<file path="src/rtl/core/complex_arith_unit_core_macros.svh">
// Assertion macros shared by the core files.
// Each macro expects clk and rst_n in the scope where it is used.
`ifndef COMPLEX_ARITH_UNIT_CORE_MACROS_SVH
`define COMPLEX_ARITH_UNIT_CORE_MACROS_SVH
`ifndef SYNTHESIS
// same-cycle implication
`define CAU_ASSERT_IMP(lbl, ante, cons, msg) \
  lbl: assert property (@(posedge clk) disable iff (!rst_n) (ante) |-> (cons)) else $error(msg);
// next-cycle implication
`define CAU_ASSERT_NXT(lbl, ante, cons, msg) \
  lbl: assert property (@(posedge clk) disable iff (!rst_n) (ante) |=> (cons)) else $error(msg);
`else
`define CAU_ASSERT_IMP(lbl, ante, cons, msg)
`define CAU_ASSERT_NXT(lbl, ante, cons, msg)
`endif
`endif

</file>
<file path="src/rtl/core/cau_pkg.sv">
package cau_pkg;

  // word format
  localparam int WB    = 32;          // word bits
  localparam int FB    = 16;          // fraction bits
  localparam int DW    = 2 * WB;      // product / divisor width
  localparam int SW    = DW + 1;      // signed sum width
  localparam int QB    = WB + 1;      // quotient bits produced by the chain
  localparam int NW    = DW + FB;     // shifted numerator width
  localparam int HW    = NW - QB;     // numerator bits above the chain
  localparam int NCELL = QB;          // one divide cell per quotient bit

  localparam logic [WB-1:0] W_MAX = {1'b0, {(WB-1){1'b1}}};
  localparam logic [WB-1:0] W_MIN = {1'b1, {(WB-1){1'b0}}};

  // operation codes
  localparam logic [1:0] CMD_ADD = 2'd0;
  localparam logic [1:0] CMD_SUB = 2'd1;
  localparam logic [1:0] CMD_MUL = 2'd2;
  localparam logic [1:0] CMD_DIV = 2'd3;

  // status codes
  localparam logic [1:0] ST_OK  = 2'd0;
  localparam logic [1:0] ST_DZ  = 2'd1;
  localparam logic [1:0] ST_OVF = 2'd2;

  typedef struct packed {
    logic [WB-1:0] val;
    logic          ovf;
  } sat_t;

  // item travelling down the divide chain
  typedef struct packed {
    logic          div;      // result still to be formed from the quotient
    logic [WB-1:0] res_re;   // finished result when div is low
    logic [WB-1:0] res_im;
    logic [1:0]    status;
    logic          neg_re;
    logic          neg_im;
    logic          big_re;   // quotient known to exceed the chain's reach
    logic          big_im;
    logic [DW-1:0] den;
    logic [DW-1:0] rem_re;
    logic [DW-1:0] rem_im;
    logic [QB-1:0] num_re;   // numerator bits in, quotient bits out
    logic [QB-1:0] num_im;
  } lane_t;

  // sign and magnitude to a saturated word
  function automatic sat_t sat_word(input logic neg, input logic [DW-1:0] mag);
    logic [DW-1:0] lim;
    logic [DW-1:0] v;
    sat_t          s;
    lim   = neg ? (DW'(1) << (WB - 1)) : ((DW'(1) << (WB - 1)) - DW'(1));
    s.ovf = mag > lim;
    v     = s.ovf ? lim : mag;
    s.val = neg ? (~v[WB-1:0] + WB'(1)) : v[WB-1:0];
    return s;
  endfunction

endpackage

</file>
<file path="src/rtl/core/cau_div_cell.sv">
module cau_div_cell
  import cau_pkg::*;
(
  input  logic  clk,
  input  logic  rst_n,
  input  logic  in_valid,
  output logic  in_ready,
  input  lane_t in_data,
  output logic  out_valid,
  input  logic  out_ready,
  output lane_t out_data
);

  logic          valid_r;
  lane_t         data_r, data_nxt;
  logic [DW:0]   r2_re, r2_im, df_re, df_im;
  logic          ge_re, ge_im;

  // one restoring step per lane: shift in a numerator bit, try the divisor
  assign r2_re = {in_data.rem_re, in_data.num_re[QB-1]};
  assign r2_im = {in_data.rem_im, in_data.num_im[QB-1]};
  assign df_re = r2_re - {1'b0, in_data.den};
  assign df_im = r2_im - {1'b0, in_data.den};
  assign ge_re = r2_re >= {1'b0, in_data.den};
  assign ge_im = r2_im >= {1'b0, in_data.den};

  always_comb begin
    data_nxt        = in_data;
    data_nxt.rem_re = ge_re ? df_re[DW-1:0] : r2_re[DW-1:0];
    data_nxt.rem_im = ge_im ? df_im[DW-1:0] : r2_im[DW-1:0];
    data_nxt.num_re = {in_data.num_re[QB-2:0], ge_re};
    data_nxt.num_im = {in_data.num_im[QB-2:0], ge_im};
  end

  assign in_ready = !valid_r || out_ready;

  always_ff @(posedge clk) begin
    if (!rst_n) begin
      valid_r <= 1'b0;
    end else if (in_ready) begin
      valid_r <= in_valid;
    end
  end

  always_ff @(posedge clk) begin
    if (in_ready && in_valid) begin
      data_r <= data_nxt;
    end
  end

  assign out_valid = valid_r;
  assign out_data  = data_r;

endmodule

</file>
<file path="config.mk">
export PLATFORM = sky130hd
export DESIGN_NAME = cau_div_cell
export DESIGN_NICKNAME = d
export VERILOG_FILES = /design/src/rtl/core/complex_arith_unit_core_macros.svh /design/src/rtl/core/cau_pkg.sv /design/src/rtl/core/cau_div_cell.sv
export SDC_FILE = /design/constraint.sdc
export NUM_CORES = 1
export LEC_CHECK = 0
export BUFFER_PORTS_ARGS = -buffer_cell sky130_fd_sc_hd__buf_4
export CAP_MARGIN = 20
export CORE_AREA = 2 2 257 259
export DETAILED_ROUTE_END_ITERATION = 8
export DIE_AREA = 0 0 259 261
export PLACE_DENSITY = 0.63
export SLEW_MARGIN = 20
export SYNTH_ARGS = -nofsm -noshare
export SYNTH_HDL_FRONTEND = slang
export SYNTH_SLANG_ARGS = --single-unit
export TNS_END_PERCENT = 20
</file>
<file path="constraint.sdc">
create_clock -name clk -period 14 [get_ports clk]
set_input_delay 2.1 -clock clk [delete_from_list [all_inputs] [get_ports clk]]
set_output_delay 2.1 -clock clk [all_outputs]
set_load 0.01 [all_outputs]
</file>
Word level (Yosys, flattened, before mapping)
Index checks and enable logic that the tools add are counted.
W data, S select, Z words.
{"block": "word_totals", "register_bits": 330, "output_inout_bits": 331}
{"block": "classes", "n_addsub": 2, "n_lt_le_gt_ge": 2, "mux": 2, "reduce_logical": 3}
{"cell": "$ge A65 B64 Y1", "n": 2}
{"cell": "$mux W64", "n": 2}
{"cell": "$sub A64 B64 Y64", "n": 2}
{"cell": "$logic_and A1 B1 Y1", "n": 1}
{"cell": "$logic_not A1 Y1", "n": 1}
{"cell": "$logic_or A1 B1 Y1", "n": 1}

Longest topological paths before layout
{"block": "logic_depth", "word_depth": 3, "mapped_depth": 15, "mapped_depth_nobuf": 13}

Worst setup path before layout
OpenSTA, ideal clock, no wires.
{"block": "synth_timing", "path_type": "input to register", "startpoint": "input out_ready", "endpoint": "register data_r, in the netlist out_data[0] (enable)", "setup_ns": 0.735, "arrival_time_ns": 9.777, "required_time_ns": 13.265, "setup_slack_ns": 3.489, "cell_stages": 2, "cell_sequence": "nand2b_1 -> and2_1"}
{"block": "synth_via", "elab_chain_len": 2}
{"item": "from (decl)", "line": "cau_div_cell.sv:10", "text": "input logic out_ready,"}
{"item": "$logic_or A1 B1 Y1", "line": "cau_div_cell.sv:35", "text": "assign in_ready = !valid_r || out_ready;"}
{"item": "$logic_and A1 B1 Y1", "line": "cau_div_cell.sv:46", "text": "if (in_ready && in_valid) begin"}
{"item": "to (signal assigned)", "line": "cau_div_cell.sv:47", "text": "data_r <= data_nxt;"}
{"item": "to (decl)", "line": "cau_div_cell.sv:15", "text": "lane_t data_r, data_nxt;"}
Every way passes these cells.
A chain may end at the register's enable or synchronous reset.

==> reports/metrics.cfg <==
[detailed_routing]
first_pass_iters=7
drc=0
post_drt_wl_per_cell_microns=24.3
num_vias=16900
top_layer_used=met5
wirelength_mm=81.3
wl_met3_mm=5.39
drt-initial-drc-count=1244
vias_per_cell=5.07
ant_nets=0
wl_met2_mm=41.6
wl_met1_mm=31.7

[sta]
fin_crit_ns=5.92
final_hold_viol_count=0
final.period_utilization_pct=42.3
worst_slew_pin_slew_ns=1.05
fin_skew_ns=0.0129
setup_viol=0
max_freq_mhz=169
slew_viol_final=0
rsz0062_at_grt=false
max_slew_margin_pct=30.1
fin_setup_tns_ns=0

[layout]
n_fill_cell=6306
layout-drive-gt1-share_pct=33.3
layout_commonest_cell=buf_4
final_cell_mix=buf_4 (667), edfxtp_1 (329), nand2_1 (183)
synthToLayoutAreaGrowth_pct=36.2
final_nets=2900

[global_routing]
antenna_found_initial=15
grt_pass1_vias=16800
grt_pass1_wl_mm=113
grt_usage_pct=22.7
grt_max_degree=136
grt_remaining_overflow=0

[flow_run]
maxCapViolCount=0

[floorplanning]
rows=94
core_area_sq_mm=0.0650
io-pin-count=664
die_x_microns=259
start_util_pct=30.2
die_area_sq_mm=0.0676
fp.dieH_microns=261

[logic_synthesis]
ys_ff_latch=330
yosysSeqAreaShare_pct=50.3
synth_edf_count=329
yosys_warnings=0
synth.distinct_cells=80
synthCells=1795
synthesis.area_sq_mm=0.0197
async_reset_ff_share_pct=0
synth_nets=2258
synthFlopType=edfxtp_1
avgSynthCellArea_sq_um=11.0

[cts]
cts_setup_buffers=0
cts_tree=yes
cts_sinks=330
clk_latency_ns=0.58
ctsResizeCount=0
htree_levels=2
postCtsHoldBufs=0
path_clk_slew_ns=0.06
cts_inserted_buffers=41
cts_buffer_depth=3
cts_root_buf=clkbuf_16

[critical_path]
crit_type=in2reg
arrival_ns=6.23
r2r_cells=4
crit_chain=buf_4 > inv_1 > ha_1 > nand2_1 > nor3_1 > o221ai_1 > nand3_1 > a31oi_1 > o311ai_0 > a21oi_1 > o41ai_1 > xor2_1 > mux2_4
required_ns=14.31
critPathSlowestCell=o311ai_0
slowest_delay_ns=0.75
cp_max_fo=5
cp-start-kind=input pin
end_kind=flip-flop

[pwr]
p_leak_nw=11.4
p_total_mw=3.17
peakVddDrop_mv=0.0780
power_density_mw_per_mm2=118

[placement]
gp_congestion=0.908
dp_hpwl_mm=67.1
port_buffers=663

[outcome]
run_status=finished, final reports clean

[min_path]
hold_depth=2
hp-class=reg2reg

## final timing paths
| kind | to | slack [ns] | start |
|---|---|---|---|
| setup / recovery | out_data[126] | 8.08 | in_data[203] |
| hold / removal | out_valid | 0.58 | out_valid |
| setup reg to reg | out_data[142] | 11.05 | out_valid |
| hold reg to reg | out_valid | 0.58 | out_valid |
## registers in the layout, summed over array words and instances (netlist names)
signal	flops
out_data	329
out_valid	1
## where the power goes
part           switching (mW)  internal [mW]  leakage (nW)
logic                   0.460          0.380          7.55
registers              0.0341           1.21          3.20
clock network           0.456          0.632         0.662
## logic make-up after synthesis
kind of cell             share of synthesized area (%)
buffers and inverters                             4.09
adder cells (fa/ha/maj)                           8.35
AO/OA/AOI/OAI                                     16.6
XOR/XNOR                                          5.08
flip-flops                                        50.3
multiplexers                                      5.01
AND/OR/NAND/NOR                                   10.6
## synth_stat cells, types with 4 or more instances
master	n	share of area (%)
and3_1	9	0.29
o21ai_0	150	3.8
a31oi_1	10	0.32
nor2b_1	10	0.32
a221oi_1	4	0.18
nor3_1	29	0.74
a21o_1	44	1.7
inv_1	111	2.1
o41ai_1	5	0.22
nand3_1	20	0.51
or2_2	4	0.13
o211ai_1	12	0.46
nand4_1	44	1.4
mux2_4	59	4.5
and2_1	8	0.25
o31a_1	4	0.18
o21a_1	14	0.53
nor2_1	91	1.7
o21bai_1	38	1.5
buf_2	10	0.25
and4_1	4	0.18
nand2b_1	11	0.35
a41oi_1	4	0.18
nand2_1	183	3.5
edfxtp_1	329	50
o311ai_0	4	0.18
mux2_2	7	0.40
xor2_1	38	1.7
clkbuf_1	51	0.97
a21oi_1	170	4.3
o31ai_1	7	0.27
nor4_1	9	0.29
a211oi_1	13	0.50
a21boi_0	7	0.27
buf_12	6	0.61
or3_1	9	0.29
xnor2_1	76	3.4
ha_1	128	8.1
## critical path: cells and delay by family
kind	cells	cell delay, ns
compound gates	5	2.23
fa+ha+maj	1	0.37
xor+xnor	1	0.12
buf+inv	2	0.15
simple gates	3	1.00
mux	1	0.27
## per-stage QoR
step | cell area, sq um | util (%) | instances | setup WS (ns) | hold WS, ns
5_1_grt | 26800 | 41.2 | 3339 | 7.88 | 0.613
2_1_floorplan | 19700 | - | 1795 | 3.49 | 0.610
4_1_cts | 26800 | 41.2 | 3333 | 8.08 | 0.586
3_5_place_dp | 25400 | 39.1 | 3258 | 7.50 | 0.581
6_report | 26800 | 41.2 | 3340 | 8.08 | 0.576
3_3_place_gp | 25400 | 39.1 | 3258 | 7.48 | 0.518
## final cells by class
cell class,instances,area (sq um),area share (%)
Inverter,112,428,1.60
Clock inverter,28,299,1.12
Timing Repair Buffer,668,5030,18.8
Multi-Input combinational cell,1284,8970,33.5
Antenna cell,7,17.5,0.0654
Sequential cell,330,9900,36.9
Tap cell,864,1080,4.03
Clock buffer,47,1070,3.99
## per-layer routing
layer  track usage [%]  vias to the layer above
li1                  -                     7988
met1              26.6                     8181
met2              41.3                      651
met3              5.08                      110
met4              7.11                       18
met5                 0                        -
No activity file was read; power rests on OpenSTA's default activity.
