==> config.mk <==
export PLATFORM = sky130hd
export DESIGN_NAME = cau_tail
export DESIGN_NICKNAME = d
export VERILOG_FILES = /design/src/rtl/core/cau_pkg.sv /design/src/rtl/core/cau_tail.sv
export VERILOG_INCLUDE_DIRS = /design/src /design/src/rtl/core
export SDC_FILE = /design/constraint.sdc
export NUM_CORES = 1
export LEC_CHECK = 0
export ABC_AREA = 1
export BUFFER_PORTS_ARGS = -buffer_cell sky130_fd_sc_hd__buf_2
export CAP_MARGIN = 20
export CORE_AREA = 10 10 148 150
export CTS_BUF_LIST = sky130_fd_sc_hd__clkbuf_4 sky130_fd_sc_hd__clkbuf_8 sky130_fd_sc_hd__clkbuf_16
export DETAILED_ROUTE_END_ITERATION = 12
export DIE_AREA = 0 0 158 160
export PLACE_DENSITY = 0.73
export SKIP_LAST_GASP = 1
export SLEW_MARGIN = 20
export SYNTH_ARGS = -nofsm -noshare
export SYNTH_HDL_FRONTEND = slang
export SYNTH_SLANG_ARGS = --single-unit
==> constraint.sdc <==
create_clock -name clk -period 9.2 [get_ports clk]
set_input_delay 0.46 -clock clk [delete_from_list [all_inputs] [get_ports clk]]
set_output_delay 0.46 -clock clk [all_outputs]
set_load 0.1 [all_outputs]
==> src/rtl/core/complex_arith_unit_core_macros.svh <==
// Assertion macros shared by the core files.
// Each macro expects clk and rst_n in the scope where it is used.
`ifndef COMPLEX_ARITH_UNIT_CORE_MACROS_SVH
`define COMPLEX_ARITH_UNIT_CORE_MACROS_SVH
`ifndef SYNTHESIS
// same-cycle implication
`define CAU_ASSERT_IMP(lbl, ante, cons, msg) \
  lbl: assert property (@(posedge clk) disable iff (!rst_n) (ante) |-> (cons)) else $error(msg);
// next-cycle implication
`define CAU_ASSERT_NXT(lbl, ante, cons, msg) \
  lbl: assert property (@(posedge clk) disable iff (!rst_n) (ante) |=> (cons)) else $error(msg);
`else
`define CAU_ASSERT_IMP(lbl, ante, cons, msg)
`define CAU_ASSERT_NXT(lbl, ante, cons, msg)
`endif
`endif

==> src/rtl/core/cau_pkg.sv <==
package cau_pkg;

  // word format
  localparam int WB    = 32;          // word bits
  localparam int FB    = 16;          // fraction bits
  localparam int DW    = 2 * WB;      // product / divisor width
  localparam int SW    = DW + 1;      // signed sum width
  localparam int QB    = WB + 1;      // quotient bits produced by the chain
  localparam int NW    = DW + FB;     // shifted numerator width
  localparam int HW    = NW - QB;     // numerator bits above the chain
  localparam int NCELL = QB;          // one divide cell per quotient bit

  localparam logic [WB-1:0] W_MAX = {1'b0, {(WB-1){1'b1}}};
  localparam logic [WB-1:0] W_MIN = {1'b1, {(WB-1){1'b0}}};

  // operation codes
  localparam logic [1:0] CMD_ADD = 2'd0;
  localparam logic [1:0] CMD_SUB = 2'd1;
  localparam logic [1:0] CMD_MUL = 2'd2;
  localparam logic [1:0] CMD_DIV = 2'd3;

  // status codes
  localparam logic [1:0] ST_OK  = 2'd0;
  localparam logic [1:0] ST_DZ  = 2'd1;
  localparam logic [1:0] ST_OVF = 2'd2;

  typedef struct packed {
    logic [WB-1:0] val;
    logic          ovf;
  } sat_t;

  // item travelling down the divide chain
  typedef struct packed {
    logic          div;      // result still to be formed from the quotient
    logic [WB-1:0] res_re;   // finished result when div is low
    logic [WB-1:0] res_im;
    logic [1:0]    status;
    logic          neg_re;
    logic          neg_im;
    logic          big_re;   // quotient known to exceed the chain's reach
    logic          big_im;
    logic [DW-1:0] den;
    logic [DW-1:0] rem_re;
    logic [DW-1:0] rem_im;
    logic [QB-1:0] num_re;   // numerator bits in, quotient bits out
    logic [QB-1:0] num_im;
  } lane_t;

  // sign and magnitude to a saturated word
  function automatic sat_t sat_word(input logic neg, input logic [DW-1:0] mag);
    logic [DW-1:0] lim;
    logic [DW-1:0] v;
    sat_t          s;
    lim   = neg ? (DW'(1) << (WB - 1)) : ((DW'(1) << (WB - 1)) - DW'(1));
    s.ovf = mag > lim;
    v     = s.ovf ? lim : mag;
    s.val = neg ? (~v[WB-1:0] + WB'(1)) : v[WB-1:0];
    return s;
  endfunction

endpackage

==> src/rtl/core/cau_tail.sv <==
`include "complex_arith_unit_core_macros.svh"

module cau_tail
  import cau_pkg::*;
(
  input  logic          clk,
  input  logic          rst_n,
  input  logic          in_valid,
  output logic          in_ready,
  input  lane_t         in_data,
  output logic          out_valid,
  input  logic          out_ready,
  output logic [WB-1:0] out_real,
  output logic [WB-1:0] out_imag,
  output logic [1:0]    out_status
);

  logic          out_valid_r;
  logic [WB-1:0] re_r, im_r, re_nxt, im_nxt;
  logic [1:0]    st_r, st_nxt;
  sat_t          qre, qim;

  // saturate the quotients and apply the signs
  assign qre = sat_word(in_data.neg_re, in_data.big_re ? '1 : DW'(in_data.num_re));
  assign qim = sat_word(in_data.neg_im, in_data.big_im ? '1 : DW'(in_data.num_im));

  always_comb begin
    if (in_data.div) begin
      re_nxt = qre.val;
      im_nxt = qim.val;
      st_nxt = (qre.ovf || qim.ovf) ? ST_OVF : ST_OK;
    end else begin
      re_nxt = in_data.res_re;
      im_nxt = in_data.res_im;
      st_nxt = in_data.status;
    end
  end

  // output register
  assign in_ready = !out_valid_r || out_ready;

  always_ff @(posedge clk) begin
    if (!rst_n) begin
      out_valid_r <= 1'b0;
    end else if (in_ready) begin
      out_valid_r <= in_valid;
    end
  end

  always_ff @(posedge clk) begin
    if (in_ready && in_valid) begin
      re_r <= re_nxt;
      im_r <= im_nxt;
      st_r <= st_nxt;
    end
  end

  assign out_valid  = out_valid_r;
  assign out_real   = re_r;
  assign out_imag   = im_r;
  assign out_status = st_r;

  // a quotient past the chain's reach must come out saturated
  `CAU_ASSERT_NXT(a_big_sat, in_valid && in_ready && in_data.div && in_data.big_re, out_status == ST_OVF, "quotient overflow not flagged")

endmodule

# == Word level (Yosys, flattened, before mapping) ==
# Cells that the tools add are included.
# totals
latch_bits,0
romBits,0
ramBits,0
output_inout_bits,68
n_memories,0
inputBits,333
regBits,67
# op_classes
n_reduce_logical,4
div,0
order_cmp,2
mul,0
n_bitwise,2
shifts,0
eq_ne,0
n_mux,12
addsub,2
# ops
cell,count
2-to-1 mux 32 bit,8
> comparator 64 x 32 -> 1 bit,2
2-to-1 mux 64 bit,2
adder 32 x 1 -> 32 bit (second input constant),2
inverter 32 bit,2
2-to-1 mux 2 bit,2
logical OR 1 bit,2
logical AND 1 bit,1
zero test 1 bit,1

# == Depth between registers and ports, before layout ==
# Gate-level depths: netlist of the first run.
# depth
depth_word,7
mapped_depth,32
depth_no_buf,29

# == Worst setup path before layout of the first run ==
# OpenSTA, ideal clock, no wires.
# synth_path
kind,register to register
start,"reg out_valid_r, in the netlist out_valid"
end,"reg im_r[0], in the netlist out_imag[0] (enable)"
path_buffers,0
stages_incl_launch_ff,2
setup_slack_ps,4654
setup_ps,511
arrival_time_ps,4035
path_cell_list,dfxtp_1 a21oi_1
# synth_via
elab_chain_cells,3
# synth_rtl
element,line_no,text
from (decl),cau_tail.sv:18,logic out_valid_r;
from (signal assigned),cau_tail.sv:46,out_valid_r <= in_valid;
zero test 1 bit,cau_tail.sv:40,assign in_ready = !out_valid_r || out_ready;
logical OR 1 bit,cau_tail.sv:40,
logical AND 1 bit,cau_tail.sv:51,if (in_ready && in_valid) begin
to (signal assigned),cau_tail.sv:53,im_r <= im_nxt;
to (decl),cau_tail.sv:19,"logic [WB-1:0] re_r, im_r, re_nxt, im_nxt;"
# No other way between the ends.
# A chain may end at the register's enable or synchronous reset.

# == Worst setup path in the final report of the first run ==
# layout_path
start,in in_data[261] in the netlist's numbering
end,"reg re_r[28], in the netlist out_real[28] (data pin)"
# layout_via
elab_chain_cells,7
# layout_rtl
element,line_no,text
from (decl),cau_tail.sv:10,"input lane_t in_data,"
2-to-1 mux 32 bit,cau_pkg.sv:54,lim = neg ? (DW'(1) << (WB - 1)) : ((DW'(1) << (WB - 1)) - DW'(1));
> comparator 64 x 32 -> 1 bit,cau_pkg.sv:55,s.ovf = mag > lim;
2-to-1 mux 32 bit,cau_pkg.sv:56,v = s.ovf ? lim : mag;
inverter 32 bit,cau_pkg.sv:57,s.val = neg ? (~v[WB-1:0] + WB'(1)) : v[WB-1:0];
adder 32 x 1 -> 32 bit,cau_pkg.sv:57,
2-to-1 mux 32 bit *,cau_pkg.sv:57,
2-to-1 mux 32 bit *,cau_tail.sv:28,if (in_data.div) begin
via re_nxt[28],cau_tail.sv:19,
to (signal assigned),cau_tail.sv:52,re_r <= re_nxt;
to (decl),cau_tail.sv:19,
# The timed path passes the listed nets; every way through them passes the cells marked *.

==> results of run 1 <==
## routing by layer
| metal | up-vias | track usage |
|---|---|---|
| met5 | - | 0 |
| met4 | 8 | 0.04128 |
| met3 | 26 | 0.05936 |
| met2 | 300 | 0.2716 |
| met1 | 3515 | 0.2607 |
| li1 | 4151 | - |
## report_power, final
part,internal (uW),leakage (uW),switching (uW)
combinational,130,0.00384,387
sequential,367,0.000642,5.86
clock,212,0.000144,138
## worst paths after layout
check | to | cells past startpoint
max reg2reg | out_imag[26]$_DFFE_PP_ | 2
max | out_real[28]$_DFFE_PP_ | 24
min reg2reg | out_valid$_SDFFE_PN0N_ | 2
min | out_valid$_SDFFE_PN0N_ | 2
## cell usage after synthesis, types with 19 or more instances
master,n,area [sq um]
or2_2,51,319.1
nand2_1,373,1400
nor2_1,108,405.4
inv_1,99,371.6
o21ai_0,42,210.2
nand4_1,19,118.9
a21oi_1,46,230.2
nand2_2,29,181.4
edfxtp_1,66,1982
clkbuf_1,23,86.33
nand3_1,101,505.5
ha_1,66,825.8
## sequential cells by signal, indices dropped and copies added (netlist names)
signal      cells
out_status      2
out_imag       32
out_real       32
out_valid       1
## layout by cell type (no fill, tap or decap), types with 6 or more instances in the layout
cell type and n:
buf_2 208, edfxtp_1 66, o21ai_0 42, o211ai_1 8, a31oi_1 14, ha_1 66
inv_1 99, clkbuf_16 9, nand3_1 101, nand2_2 29, or2_2 51, nor2_2 14
nand3_2 7, a21oi_1 45, o21ai_1 14, nand2_4 10, nor2_1 108, buf_4 6
nand2_1 373, nand4_1 19
## stage by stage
step	hold slack (ns)	power [uW]
2_1_floorplan	0.6138	782.7
3_3_place_gp	0.5294	887.2
3_5_place_dp	0.5473	894.1
4_1_cts	0.3728	1249
5_1_grt	0.3879	1316
6_report	0.3878	1240
## cells by family after synthesis
family | after synthesis
adder cells (fa/ha/maj) | 66
AND/OR/NAND/NOR | 728
buffers and inverters | 151
flip-flops | 67
AO/OA/AOI/OAI | 136
## cell type report
cell class              instances  share of cell area
inverters                     105             0.04361
well taps                     238             0.03295
multi-input cells             930              0.5473
repair buffers                214              0.1202
clock buffers                   9             0.02492
diodes                          4            0.001108
clock inverters                 7            0.008445
flip-flops and latches         67              0.2215
==> results.cfg, run 1 <==
[power_and_ir_drop]
power_density_nw_per_um2 = 137.2
peakVddDrop_v = 0.00009634
cellLeakagePower_uw = 0.004629

[worst_setup_path]
cp.required_ns = 9.29
cp_top_family = simple AND/OR/NAND/NOR gates
r2r_slack_ns = 7.63
start_kind = primary input
r2r_start = out_valid$_SDFFE_PN0N_
timing.critical_path.slowest_cell_delay_ns = 0.57
path_common_cell = nand2_1
cp.arrival_ns = 5.09
worst-path-buf-inv = 5
end_kind = register
crit_type = in -> reg
worstSetupStartpoint = in_data[261]
path_max_fanout = 66
cp_cell_sequence = buf_2 > buf_4 > inv_1 > ha_1 > nand2_1 > nor2_1 > nand2_1 > nor2_1 > nand2_1 > nand2_2 > nand2_2 > o21ai_0 > nand2_1 > inv_1 > ha_1 > inv_1 > a21oi_1 > nand3_1 > nor2_1 > nand2_1 > nand2_1 > nand3_1 > nand3_1 > nand2_1
cp_slowest_cell = buf_4

[routing]
routed-wl-met2_um = 10200
wl_met3_um = 2370
drtIter0Drc = 540
wl_met1_um = 11500
via_count = 8000
drtPass1Iterations = 5
highest_layer = met5
route.detailed.drc = 0
via_per_inst = 5.083
routed_wl_um = 24400
wl_per_cell_um = 15.50
postRouteAntennaNets = 0

[placement]
hpwlAfterDp_um = 19410
dpl.cell_count = 1554
dp_slack_ns = 3.923
placed_area_sq_um = 8726
gp_congestion = 0.9218
portBuffers = 208

[floorplan]
die_h_um = 160
start_util = 0.3973
die_w_um = 158
coreArea_sq_um = 19080
dieArea_sq_um = 25280
rows = 51
ioPinCount = 401

[synth]
syn_avg_cell_area_sq_um = 6.603
synth_flop_cell = edfxtp_1
async_reset_ff_frac = 0
yosysUniqueCellTypes = 40
synth_compound_area_frac = 0.1012
synth_top_family_by_area = simple AND/OR/NAND/NOR gates
ys_seq_elements = 67
synth_mux_area_frac = 0
netlist_area_sq_um = 7580
synthXorXnorAreaFrac = 0
ys_seq_area_frac = 0.2641
yosysWarnings = 0
yosys.area_share.simple = 0.4409
netlist_instances = 1148
synth_edf_count = 66
synthAdderAreaFrac = 0.1089
synth_nets = 1547

[grt]
grt_max_degree = 71
grt_usage = 0.1862
grt_pass1_vias = 7459
grt_first_pass_wirelength_um = 37960
antenna_found_initial = 9
grt-ovfl-total = 0

[timing]
setup_ws_ns = 4.194
final-hold-violation-count = 0
tns_ns = 0
grt_setup_unrepaired = no
tightest_slew_ns = 0.8711
period_needed_ns = 5.006
slew_violations = 0
period_share = 0.5441
setup_viol = 0
fmax_mhz = 199.8
max-slew-margin-rel = 0.4192
skew_ns = 0.01042

[worst_hold_path]
hold_class = in -> reg
min_from = rst_n

[clock_network]
cts_setup_buffers = 0
cts_tree = done
cts_resized = 0
htreeDepth = 3
clk-insertion-delay-late_ns = 0.34
hold_buffers = 0
clk_pin_slew_ns = 0.06
clock_path_buffers = 2
cts-buffers-inserted = 9
cts_root_buffer = clkbuf_16
cts.sinks = 67

[layout]
seq_area_sq_um = 2002
layout.cells.non_filler = 1574
syn_to_final_growth_pct = 19.23
num-nets-final = 1726
multi_input_area_sq_um = 4946
final_core_util = 0.4737
drive_gt1_frac = 0.2688
finish.instance_area_sq_um = 9037
fill_cells = 1988

[flow_run]
cap_violations = 0

[outcome]
outcome = completed
No activity file was read; power rests on OpenSTA's default activity.
==> run 2, diff against run 1 <==
Settings changed: ABC_AREA 1 to 0, CORE_AREA 10 10 148 150 to 10 10 146 148, DIE_AREA 0 0 158 160 to 0 0 156 158, PLACE_DENSITY 0.73 to 0.74.
Clock period 9.2 ns to 4.2 ns, I/O delays scaled along.
==> run 2 against run 1 <==
Wire length up 24%. Worst setup slack worse by 4.2 ns. Clock power up 130%. Sequential power up 120%. Synthesized area down 8.0%. Utilization up 6.6 points. Die area down 2.5%. Register-to-register slack worse by 5.5 ns. Critical path depth down 5. Power up 120%. Critical endpoint is now out_imag[14]$_DFFE_PP_. Highest routed layer unchanged.
==> results.cfg, run 2 <==
[outcome]
outcome = completed

[synth]
ys_seq_area_frac = 0.2872
yosysWarnings = 0
synth_top_area_cell = edfxtp_1
synthTopCellsByArea = edfxtp_1 28%, ha_1 12%, a21oi_1 6.0%
synth_flop_cell = edfxtp_1
ys_seq_elements = 67
netlist_instances = 889
netlist_area_sq_um = 6970
syn_avg_cell_area_sq_um = 7.841
yosys-top-cells-count = 100 x nor2_1, 84 x a21oi_1, 80 x o21ai_0, 69 x nand2_1, 68 x inv_1
async_reset_ff_frac = 0
synth_most_common_cell = nor2_1
synth_top_area_frac = 0.2843
yosysUniqueCellTypes = 71
synth_nets = 1288
synth_edf_count = 66

[timing]
tns_ns = 0
skew_ns = 0.003796
slew_violations = 0
setup_ws_ns = 0.004000
max-slew-margin-rel = 0.2116
setup_viol = 0
hold_slack_ns = 0.1227
period_share = 0.9990
period_needed_ns = 4.196
grt_setup_unrepaired = yes
final-hold-violation-count = 0
tightest_slew_ns = 1.172
fmax_mhz = 238.3

[routing]
wl_per_cell_um = 20.91
routed_wl_um = 30240
route.detailed.drc = 0
postRouteAntennaNets = 0
via_per_inst = 5.766
via_count = 8338
drtPass1Iterations = 5
drtIter0Drc = 812

[layout]
drive_gt1_frac = 0.3835
layout_commonest_cell = buf_2
finish.instance_area_sq_um = 9956
layout_common_cells = 207 x buf_2, 146 x buf_4, 92 x nor2_1, 84 x a21oi_1, 73 x o21ai_0
num-nets-final = 1604
layout.cells.non_filler = 1446
syn_to_final_growth_pct = 42.83

[grt]
grt_max_degree = 73
grt_first_pass_wirelength_um = 45010
grt_usage = 0.2335
grt_pass1_vias = 7872
grt-ovfl-total = 0
antenna_found_initial = 3

[power_and_ir_drop]
peakVddDrop_v = 0.0001925
cellLeakagePower_uw = 0.004370
power_density_nw_per_um2 = 274.2

[worst_setup_path]
start_kind = primary input
cp_cell_sequence = buf_12 > buf_4 > or2_2 > ha_1 > nand4_1 > or4_1 > nor2_1 > a22o_4 > nand2_4 > o21ai_1 > ha_2 > nor3b_4 > and4_4 > nand2_4 > or3_4 > o2111ai_4 > xor2_1 > o21ai_1 > mux2_4
cp_slowest_cell = or4_1
timing.critical_path.slowest_cell_delay_ns = 0.50
crit_type = in -> reg
cp.depth = 19
end_kind = register
cp_top_family = simple AND/OR/NAND/NOR gates
r2r_cells = 3
worst-path-buf-inv = 2
path_max_fanout = 8
cp.required_ns = 4.29
cp.arrival_ns = 4.29

[placement]
gp_congestion = 1.012
dp_slack_ns = -0.5109
portBuffers = 208
placed_area_sq_um = 9410
hpwlAfterDp_um = 24170
dpl.cell_count = 1419

[clock_network]
clk_pin_slew_ns = 0.06
cts_tree = done
cts.sinks = 67
cts-buffers-inserted = 9
hold_buffers = 0
clock_path_buffers = 2
clk-insertion-delay-late_ns = 0.34
htreeDepth = 3
cts_root_buffer = clkbuf_16

[floorplan]
dieArea_sq_um = 24650
ioPinCount = 401
coreArea_sq_um = 18460
start_util = 0.3777
die_h_um = 158
rows = 50
die_w_um = 156

[worst_hold_path]
hold_class = in -> reg
hold_path_depth = 3

[flow_run]
cap_violations = 0
-- run 2: cell count changes in the layout (fill, tap and decap cells not counted), moves of 24 or more --
cell / delta
a21o_1: +24
a21oi_1: +39
nand2_1: -307
inv_1: -33
or2_2: -30
nand3_1: -83
buf_4: +140
nand2_2: -27
o21ai_0: +31
-- run 2: layout make-up --
class | count | area (sq um)
clock inverters | 6 | 71.32
fillers | 1737 | 8499
repair buffers | 361 | 2283
well taps | 234 | 292.8
multi-input cells | 697 | 4803
diodes | 2 | 5.005
inverters | 69 | 259.0
flip-flops and latches | 67 | 2002
clock buffers | 10 | 239.0
-- run 2: metal layers --
layer  GRT usage  vias to the layer above  wire length, um
met2      0.3360                      494            12560
met3     0.07381                       32             3837
li1            -                     3929                -
met4     0.05980                        2              496
met1      0.3281                     3881            13330
met5           0                        -               13
-- run 2: kinds of logic after synthesis --
logic type	after synthesis	synth area share
AOI/OAI and AO/OA	293	0.2615
muxes	18	0.02818
DFF	67	0.2872
adders and majority gates	66	0.1185
buffers and inverters	125	0.06875
and+or+nand+nor	313	0.2271
xor gates and xnor gates	7	0.008796
-- run 2: metrics by stage --
step                      total power, uW  utilization
after floorplan                      1548            -
after global placement               1893       0.5099
after detailed placement             1905       0.5099
after CTS                            2708       0.5285
after global routing                 2853       0.5395
final                                2730       0.5395
-- run 2: path summary, 6_finish.rpt --
kind                          startpoint                      to  slack, ns
setup / recovery            in_data[258]  out_imag[14]$_DFFE_PP_      0.004
hold / removal                  in_valid  out_valid$_SDFFE_PN0N_       0.12
hold reg to reg   out_valid$_SDFFE_PN0N_  out_valid$_SDFFE_PN0N_       0.55
setup reg to reg  out_valid$_SDFFE_PN0N_  out_imag[31]$_DFFE_PP_       2.11
-- run 2: worst min-delay path: stages --
cell,delay (ns)
buf_2,0.10
inv_1,0.04
a21boi_0,0.06
-- run 2: power by group --
part | total (uW) | internal [uW] | leakage (uW) | switching (uW)
logic | 1120 | 345 | 0.00358 | 770
registers | 816 | 799 | 0.000638 | 17.0
clock network | 799 | 483 | 0.000151 | 316
-- run 2: timing repair --
action                     in CTS  in global routing
gates cloned                    0                  1
gates resized for setup         3                 29
buffers inserted                2                  6
setup endpoints to repair       8                 10
pin swaps                       6                 18
